### src/skvl_pkg.sv
// ----------------------------------------------------------------------------
// skvl_pkg: shared types and codes for the sorted key/value list
// Request codes, result status codes and the control bundle that the
// sequencer broadcasts to every storage cell.
// ----------------------------------------------------------------------------
package skvl_pkg;

  localparam int unsigned KeyW  = 32;
  localparam int unsigned ValW  = 32;
  localparam int unsigned PosW  = 4;
  localparam int unsigned CntW  = 5;

  typedef enum logic [1:0] {
    OP_INSERT = 2'd0,
    OP_SEARCH = 2'd1,
    OP_DELETE = 2'd2,
    OP_CLEAR  = 2'd3
  } op_t;

  typedef enum logic [1:0] {
    ST_OK    = 2'd0,
    ST_MISS  = 2'd1,
    ST_EMPTY = 2'd2,
    ST_FULL  = 2'd3
  } status_t;

  // Broadcast control from the sequencer to the cell row
  typedef struct packed {
    logic cmp;        // capture compare flags against the incoming key
    logic ins;        // apply an insert (table not full)
    logic del;        // apply a delete (a match exists)
    logic clr;        // empty the table
    logic pick_ins;   // report the insert slot
    logic pick_match; // report the first matching slot
  } cell_ctl_t;

endpackage

### src/skvl_cell.sv
// ----------------------------------------------------------------------------
// skvl_cell: one slot of the sorted list
// Holds one key/value pair and its valid bit, compares against the request
// key, and shifts toward either neighbor on insert or delete.
// ----------------------------------------------------------------------------
module skvl_cell (
  input  logic                            clk,
  input  logic                            rst_n,
  input  skvl_pkg::cell_ctl_t             ctl,
  input  logic signed [skvl_pkg::KeyW-1:0] cmp_key,
  input  logic signed [skvl_pkg::KeyW-1:0] new_key,
  input  logic [skvl_pkg::ValW-1:0]       new_val,
  // left neighbor (lower index)
  input  logic                            prev_le,
  input  logic                            prev_eq,
  input  logic signed [skvl_pkg::KeyW-1:0] prev_key,
  input  logic [skvl_pkg::ValW-1:0]       prev_val,
  input  logic                            prev_valid,
  // right neighbor (higher index)
  input  logic signed [skvl_pkg::KeyW-1:0] next_key,
  input  logic [skvl_pkg::ValW-1:0]       next_val,
  input  logic                            next_valid,
  // own state toward neighbors and reduction
  output logic                            le,
  output logic                            eq,
  output logic signed [skvl_pkg::KeyW-1:0] key,
  output logic [skvl_pkg::ValW-1:0]       val,
  output logic                            valid,
  output logic                            sel,
  output logic [skvl_pkg::ValW-1:0]       sel_val
);
  import skvl_pkg::*;

  logic                   valid_r, valid_nxt;
  logic signed [KeyW-1:0] key_r, key_nxt;
  logic [ValW-1:0]        val_r, val_nxt;
  logic                   le_r, eq_r;
  logic                   at_slot, after_slot, first_hit, below_hit;

  // Sorted order makes these decisions local to the cell
  assign at_slot    = prev_le && !le_r;
  assign after_slot = !prev_le;
  assign first_hit  = eq_r && !prev_eq;
  assign below_hit  = le_r && !eq_r;

  assign sel     = (ctl.pick_ins && at_slot) || (ctl.pick_match && first_hit);
  assign sel_val = sel ? val_r : '0;

  // Compare flags, captured when the request is taken
  always_ff @(posedge clk) begin
    if (!rst_n) begin
      le_r <= 1'b0;
      eq_r <= 1'b0;
    end else if (ctl.cmp) begin
      le_r <= valid_r && (key_r <= cmp_key);
      eq_r <= valid_r && (key_r == cmp_key);
    end
  end

  // Slot update: load, shift up, shift down or clear
  always_comb begin
    valid_nxt = valid_r;
    key_nxt   = key_r;
    val_nxt   = val_r;
    priority if (ctl.clr) begin
      valid_nxt = 1'b0;
    end else if (ctl.ins && at_slot) begin
      valid_nxt = 1'b1;
      key_nxt   = new_key;
      val_nxt   = new_val;
    end else if (ctl.ins && after_slot) begin
      valid_nxt = prev_valid;
      key_nxt   = prev_key;
      val_nxt   = prev_val;
    end else if (ctl.del && !below_hit) begin
      valid_nxt = next_valid;
      key_nxt   = next_key;
      val_nxt   = next_val;
    end
  end

  always_ff @(posedge clk) begin
    if (!rst_n) begin
      valid_r <= 1'b0;
    end else begin
      valid_r <= valid_nxt;
    end
  end

  always_ff @(posedge clk) begin
    key_r <= key_nxt;
    val_r <= val_nxt;
  end

  assign le    = le_r;
  assign eq    = eq_r;
  assign key   = key_r;
  assign val   = val_r;
  assign valid = valid_r;

endmodule

### src/sorted_key_value_list_unit.sv
// ----------------------------------------------------------------------------
// sorted_key_value_list_unit: sorted key/value table in a row of cells
// Keeps up to CAPACITY entries in ascending signed key order and carries
// out insert, search, delete and clear requests.
// ----------------------------------------------------------------------------
// Usage:
//   Raise start with in_operation, in_key and in_value while busy is low;
//   the request is taken at that clock edge. busy then stays high for one
//   cycle while the cells apply the request.
//   Every cell compares its key with the request key in the cycle the
//   request is taken; in the next cycle each cell decides from its own and
//   its neighbor's flags whether to load, shift up, shift down or clear.
//   One result follows each request: out_valid is registered from the apply
//   state and is held for one cycle with out_status, out_position,
//   out_found_value and out_entry_count. A new request can be taken only
//   once busy is low again, independent of CAPACITY.
//   The receiver cannot stall: a result is taken in the cycle it is shown.
//   Reset (rst_n low, synchronous) empties the table and drops any request
//   in flight; no clearing pass is needed.
// ----------------------------------------------------------------------------
module sorted_key_value_list_unit #(
  parameter int unsigned CAPACITY = 16
) (
  input  logic                             clk,
  input  logic                             rst_n,
  input  logic                             start,
  output logic                             busy,
  input  logic [1:0]                       in_operation,
  input  logic signed [skvl_pkg::KeyW-1:0] in_key,
  input  logic [skvl_pkg::ValW-1:0]        in_value,
  output logic                             out_valid,
  output logic [1:0]                       out_status,
  output logic [skvl_pkg::PosW-1:0]        out_position,
  output logic [skvl_pkg::ValW-1:0]        out_found_value,
  output logic [skvl_pkg::CntW-1:0]        out_entry_count
);
  import skvl_pkg::*;

  localparam int unsigned CW = $clog2(CAPACITY + 1);

  typedef enum logic [1:0] {
    S_IDLE  = 2'b01,
    S_APPLY = 2'b10
  } state_t;

  state_t                 state_r, state_nxt;
  op_t                    op_r;
  logic signed [KeyW-1:0] key_r;
  logic [ValW-1:0]        val_r;
  logic [CW-1:0]          count_r, count_nxt;
  logic                   accept;
  logic                   full, empty, hit;
  cell_ctl_t              ctl;

  logic                   out_valid_r;
  status_t                status_nxt, status_r;
  logic [PosW-1:0]        pos_nxt, pos_r;
  logic [ValW-1:0]        fval_nxt, fval_r;
  logic [CntW-1:0]        cnt_out_nxt, cnt_out_r;

  // Cell row wiring
  logic                   c_le    [CAPACITY];
  logic                   c_eq    [CAPACITY];
  logic signed [KeyW-1:0] c_key   [CAPACITY];
  logic [ValW-1:0]        c_val   [CAPACITY];
  logic                   c_valid [CAPACITY];
  logic [CAPACITY-1:0]    c_sel;
  logic [ValW-1:0]        c_selv  [CAPACITY];

  assign accept = start && (state_r == S_IDLE);
  assign busy   = (state_r != S_IDLE);

  // Sequencer
  always_comb begin
    unique case (state_r)
      S_IDLE:  state_nxt = accept ? S_APPLY : S_IDLE;
      S_APPLY: state_nxt = S_IDLE;
      default: state_nxt = S_IDLE;
    endcase
  end

  always_ff @(posedge clk) begin
    if (!rst_n) begin
      state_r <= S_IDLE;
    end else begin
      state_r <= state_nxt;
    end
  end

  // Request hold
  always_ff @(posedge clk) begin
    if (accept) begin
      op_r  <= op_t'(in_operation);
      key_r <= in_key;
      val_r <= in_value;
    end
  end

  assign full  = (count_r == CW'(CAPACITY));
  assign empty = (count_r == '0);

  // Any match in the table
  always_comb begin
    hit = 1'b0;
    for (int i = 0; i < int'(CAPACITY); i++) begin
      hit = hit | c_eq[i];
    end
  end

  // Broadcast control
  always_comb begin
    logic apply;
    apply          = (state_r == S_APPLY);
    ctl.cmp        = accept;
    ctl.ins        = apply && (op_r == OP_INSERT) && !full;
    ctl.del        = apply && (op_r == OP_DELETE) && hit;
    ctl.clr        = apply && (op_r == OP_CLEAR);
    ctl.pick_ins   = apply && (op_r == OP_INSERT) && !full;
    ctl.pick_match = apply && ((op_r == OP_SEARCH) || (op_r == OP_DELETE));
  end

  // Cell row
  for (genvar i = 0; i < CAPACITY; i++) begin : g_cell
    logic                   p_le, p_eq, p_valid, n_valid;
    logic signed [KeyW-1:0] p_key, n_key;
    logic [ValW-1:0]        p_val, n_val;

    if (i == 0) begin : g_head
      assign p_le    = 1'b1;
      assign p_eq    = 1'b0;
      assign p_key   = '0;
      assign p_val   = '0;
      assign p_valid = 1'b0;
    end else begin : g_body
      assign p_le    = c_le[i-1];
      assign p_eq    = c_eq[i-1];
      assign p_key   = c_key[i-1];
      assign p_val   = c_val[i-1];
      assign p_valid = c_valid[i-1];
    end

    if (i == CAPACITY - 1) begin : g_tail
      assign n_key   = '0;
      assign n_val   = '0;
      assign n_valid = 1'b0;
    end else begin : g_mid
      assign n_key   = c_key[i+1];
      assign n_val   = c_val[i+1];
      assign n_valid = c_valid[i+1];
    end

    skvl_cell u_cell (
      .clk        (clk),
      .rst_n      (rst_n),
      .ctl        (ctl),
      .cmp_key    (in_key),
      .new_key    (key_r),
      .new_val    (val_r),
      .prev_le    (p_le),
      .prev_eq    (p_eq),
      .prev_key   (p_key),
      .prev_val   (p_val),
      .prev_valid (p_valid),
      .next_key   (n_key),
      .next_val   (n_val),
      .next_valid (n_valid),
      .le         (c_le[i]),
      .eq         (c_eq[i]),
      .key        (c_key[i]),
      .val        (c_val[i]),
      .valid      (c_valid[i]),
      .sel        (c_sel[i]),
      .sel_val    (c_selv[i])
    );
  end

  // Position of the selected slot, low bits only
  always_comb begin
    pos_nxt = '0;
    for (int i = 0; i < int'(CAPACITY); i++) begin
      pos_nxt = pos_nxt | ({PosW{c_sel[i]}} & PosW'(i));
    end
  end

  // Value of the selected slot, search only
  always_comb begin
    fval_nxt = '0;
    for (int i = 0; i < int'(CAPACITY); i++) begin
      fval_nxt = fval_nxt | c_selv[i];
    end
    if (op_r != OP_SEARCH) begin
      fval_nxt = '0;
    end
  end

  // Status and entry count
  always_comb begin
    count_nxt  = count_r;
    status_nxt = ST_OK;
    unique case (op_r)
      OP_INSERT: begin
        if (full) begin
          status_nxt = ST_FULL;
        end else begin
          count_nxt = count_r + CW'(1);
        end
      end
      OP_SEARCH: begin
        if (empty) begin
          status_nxt = ST_EMPTY;
        end else if (!hit) begin
          status_nxt = ST_MISS;
        end
      end
      OP_DELETE: begin
        if (empty) begin
          status_nxt = ST_EMPTY;
        end else if (!hit) begin
          status_nxt = ST_MISS;
        end else begin
          count_nxt = count_r - CW'(1);
        end
      end
      OP_CLEAR: begin
        if (empty) begin
          status_nxt = ST_EMPTY;
        end
        count_nxt = '0;
      end
      default: begin
        status_nxt = ST_OK;
      end
    endcase
  end

  // Entry count reported in its low bits
  if (CW >= CntW) begin : g_cnt_trunc
    assign cnt_out_nxt = count_nxt[CntW-1:0];
  end else begin : g_cnt_ext
    assign cnt_out_nxt = {{(CntW-CW){1'b0}}, count_nxt};
  end

  always_ff @(posedge clk) begin
    if (!rst_n) begin
      count_r     <= '0;
      out_valid_r <= 1'b0;
    end else begin
      out_valid_r <= (state_r == S_APPLY);
      if (state_r == S_APPLY) begin
        count_r <= count_nxt;
      end
    end
  end

  // Result register
  always_ff @(posedge clk) begin
    if (state_r == S_APPLY) begin
      status_r  <= status_nxt;
      pos_r     <= pos_nxt;
      fval_r    <= fval_nxt;
      cnt_out_r <= cnt_out_nxt;
    end
  end

  assign out_valid       = out_valid_r;
  assign out_status      = status_r;
  assign out_position    = pos_r;
  assign out_found_value = fval_r;
  assign out_entry_count = cnt_out_r;

endmodule
### config.mk
export PLATFORM = sky130hd
export DESIGN_NAME = sorted_key_value_list_unit
export DESIGN_NICKNAME = d
export VERILOG_FILES = /design/src/skvl_pkg.sv /design/src/skvl_cell.sv /design/src/sorted_key_value_list_unit.sv
export SDC_FILE = /design/constraint.sdc
export NUM_CORES = 2
export LEC_CHECK = 0
export BUFFER_PORTS_ARGS = -buffer_cell sky130_fd_sc_hd__clkbuf_2
export CELL_PAD_IN_SITES_DETAIL_PLACEMENT = 0
export CELL_PAD_IN_SITES_GLOBAL_PLACEMENT = 2
export CORE_MARGIN = 3
export CORE_UTILIZATION = 35
export DETAILED_ROUTE_END_ITERATION = 12
export PLACE_DENSITY_LB_ADDON = 0.05
export SKIP_LAST_GASP = 1
export SYNTH_ARGS = -nofsm -noshare
export SYNTH_HDL_FRONTEND = slang
export SYNTH_SLANG_ARGS = --single-unit
### constraint.sdc
create_clock -name clk -period 5.5 [get_ports clk]
set_input_delay 1.1 -clock clk [delete_from_list [all_inputs] [get_ports clk]]
set_output_delay 1.1 -clock clk [all_outputs]
set_load 0.03 [all_outputs]
==> metrics.md <==
| Metric | Value |
|---|---|
| Die width | between 400 and 500 um |
| Fmax | 224 MHz |
| DR WL/cell | between 30 and 40 um |
| Startpoint Class | flop |
| GRT Total Usage | 0.319 |
| Vias | between 60000 and 70000 |
| Net Count, Synth | ~7600 |
| Min-delay worst type | input pin to flop |
| CTS Buf Count | 154 |
| Largest net degree at the start of global routing | between 100 and 150 |
| Synthesized instance count | ~7000 |
| Failing checks | DRC |
| CTS Sinks | between 1000 and 1500 |
| P&R area growth vs syn | 11.6% |
| DR DRC count | 1 |
| Pwr per Cell Area | 261 nW/um^2 |
| Drt first pass iters | 12 |
| Clk buf depth | 3 |
| Die area | roughly 210000 um^2 |
| Commonest non-fill, non-tap cell in the layout | nand2_1 |
| Fin. Hold Viols | 0 |
| DRT antenna net count | 0 |
| Initial Util | 0.353 |
| Slowest stage delay, CP | 0.76 ns |
| Yosys cell types | just over 80 |
| Worst-Skew Late Latency | 0.82 ns |
| Sw frac | 0.252 |
| Clk pin slew, worst setup/hold paths | approximately 0.060 ns |
| Clock Skew | approximately 0.032 ns |
| DR iter-0 viols | between 7000 and 8000 |
| Total congestion overflow | 0 |
| Post-synthesis area per instance | 10.3 um^2 |
| RSZ-0062 raised after global routing | false |
| Hold-fix buffer count after cts | 0 |
| Main synth FF type | edfxtp_1 |
| Flops & latches, synth | 1189 |
| Total Negative Setup Slacks | 0 ns |
| Number of global-route vias before repair | 56800 |
| Synth Cell Area | approximately 73000 um^2 |
| Final WL | ~350000 um |
| Sequential cell area fraction in the yosys report | 0.484 |
| Critical path class | flop to flop |
| HPWL after DPL | between 200000 and 250000 um |
| Via density | 6.19 |
| CP bufs+invs | 3 |
| Ys async rst share | 0 |
| Layout cells sized above 1 | 0.0857 |
| CP arrival | 4.89 ns |
| Slew HR | 0.0471 |
| First-pass GRT wire length | ~480000 um |
| PortBufs | about 110 |
| Die Y | between 400 and 500 um |
| Site Rows | ~170 |
| Number of max-cap violations | 0 |
| # nets final | ~7500 |
| H-tree level count | 4 |
| CP cell instances | inv_1 > ha_1 > nand3b_1 > buf_12 > or3_4 > o211ai_1 > and2_4 > buf_4 |
| Period Utilization, post-route | 0.812 |
| Clock power frac | 0.469 |
| Worst-path fanout max | 33 |
| Setup Buffers After CTS | 0 |
| LEAKAGE | around 30 nW |
| Number of synthesized flops with an enable pin | 1133 |
| YS warnings | 0 |
| Finished Cell Area | around 81000 um^2 |
| Power share of the sequential group | 0.481 |
| Final setup violation count | 0 |
| Final slew viol count | 0 |
| P_sw | roughly 5.3 mW |
| Worst endpoint required time | ~5.9 ns |
| Logic pwr share | 0.050 |
| Worst setup EP type | flop |
| Int Power | around 16 mW |
| CTS tree | built |
| Tmin final | between 4 and 5 ns |
| Status | complete, but fails checks |
| Post-cts resize count | 0 |
| Core area | just over 200000 um^2 |
| IO Count | approximately 110 |
| VDD IR max | approximately 0.34 mV |
| Most frequent cells in the layout | nand2_1, edfxtp_1, mux2i_1, o21ai_0, ha_1 |
| Worst slew pin tran | 1.43 ns |
| Initial antenna violation count | 12 |
| Gpl congestion | 0.891 |
| Family with the most delay on the worst path | simple AND/OR/NAND/NOR gates |
| DP Area | roughly 76000 um^2 |
| CTS Root Cell | clkbuf_16 |
| Slowest CP cell | buf_4 |
[final timing paths]
kind	start	end	slack [ns]	depth (start not counted)
setup / recovery	op_r[0]	g_cell[13].u_cell.key[6]	1.03	8
hold / removal	in_value[14]	val_r[14]	0.46	1
setup reg to reg	op_r[0]	g_cell[13].u_cell.key[6]	1.03	8
hold reg to reg	count_r[0]	count_r[0]	0.54	2
[layer usage]
metal	up-vias	track usage	part of all wire
met5	-	0	0.000043
li1	26300	-	-
met2	3045	0.483	0.43
met3	506	0.0570	0.083
met1	30400	0.465	0.45
met4	4	0.0856	0.029
[through the flow]
step           setup slack [ns]  utilization  instances  total power, mW  hold WS (ns)
2_1_floorplan            0.0924            -       7037             10.8         0.462
3_3_place_gp               1.06        0.371       9477             11.4         0.524
3_5_place_dp               1.07        0.371       9477             11.4         0.533
4_1_cts                    1.01        0.394       9749             21.3         0.405
5_1_grt                   0.910        0.394       9751             21.7         0.432
6_report                   1.03        0.394       9753             21.1         0.460
[power by group through the flow]
stage	registers, mW	clock network (mW)	logic, mW
2_1_floorplan	10.2	0	0.684
3_3_place_gp	10.4	0	1.02
3_5_place_dp	10.4	0	1.04
4_1_cts	10.2	10.1	1.04
5_1_grt	10.2	10.4	1.14
6_report	10.2	9.92	1.05
[cell type report]
class                      count  area, um^2
sequential                  1189       35100
antenna                        3        7.51
clock inverter                69         492
multi-input combinational   5199       35100
inverter                      87         334
clock buffer                 203        4190
fill                       19900      124000
tap                         2688        3360
timing repair buffer         315        2290
[kinds of logic after synthesis]
family,Yosys count,synth area share
AND/OR/NAND/NOR,2076,0.124
AO/OA/AOI/OAI,1826,0.156
flip-flops,1189,0.484
multiplexers,775,0.107
buffers and inverters,649,0.0380
adder cells (fa/ha/maj),520,0.0897
XOR/XNOR,2,0.000242
[registers in the layout, indices dropped and copies added (netlist names)]
register and flops:
g_cell.u_cell.key 512, out_status 2, out_valid 1, g_cell.u_cell.le 16
key_r 32, g_cell.u_cell.valid 16, out_position 4, count_r 5
g_cell.u_cell.eq 16, g_cell.u_cell.val 512, out_entry_count 5, val_r 32
op_r 2, out_found_value 32, state_r 2
[cells in the mapped netlist (14+ instances only)]
library cell / instances / area share
a211o_1: 17 / 0.0021
nor3b_1: 18 / 0.0019
a221o_1: 31 / 0.0043
buf_2: 137 / 0.0095
a22oi_1: 231 / 0.024
a222oi_1: 42 / 0.0058
o21ai_1: 28 / 0.0019
dfxtp_1: 56 / 0.015
o31a_1: 15 / 0.0018
nor4_1: 43 / 0.0037
buf_1: 100 / 0.0052
and2_1: 25 / 0.0022
nand4_1: 142 / 0.012
and3_1: 23 / 0.0020
nand2_1: 1191 / 0.062
a21o_1: 24 / 0.0025
a21boi_0: 28 / 0.0029
mux2i_1: 773 / 0.11
nor2b_1: 19 / 0.0016
a21oi_1: 505 / 0.035
a31oi_1: 82 / 0.0071
nor2_1: 405 / 0.021
nor3_1: 32 / 0.0022
a22o_1: 109 / 0.013
ha_1: 520 / 0.090
edfxtp_1: 1133 / 0.47
o21ai_0: 570 / 0.039
o211ai_1: 23 / 0.0024
a211oi_1: 14 / 0.0014
buf_4: 27 / 0.0028
clkbuf_1: 291 / 0.015
inv_1: 84 / 0.0043
nand3_1: 103 / 0.0071
a2111oi_0: 18 / 0.0022
a221oi_1: 44 / 0.0053
Power figures use the tool's default switching activity.
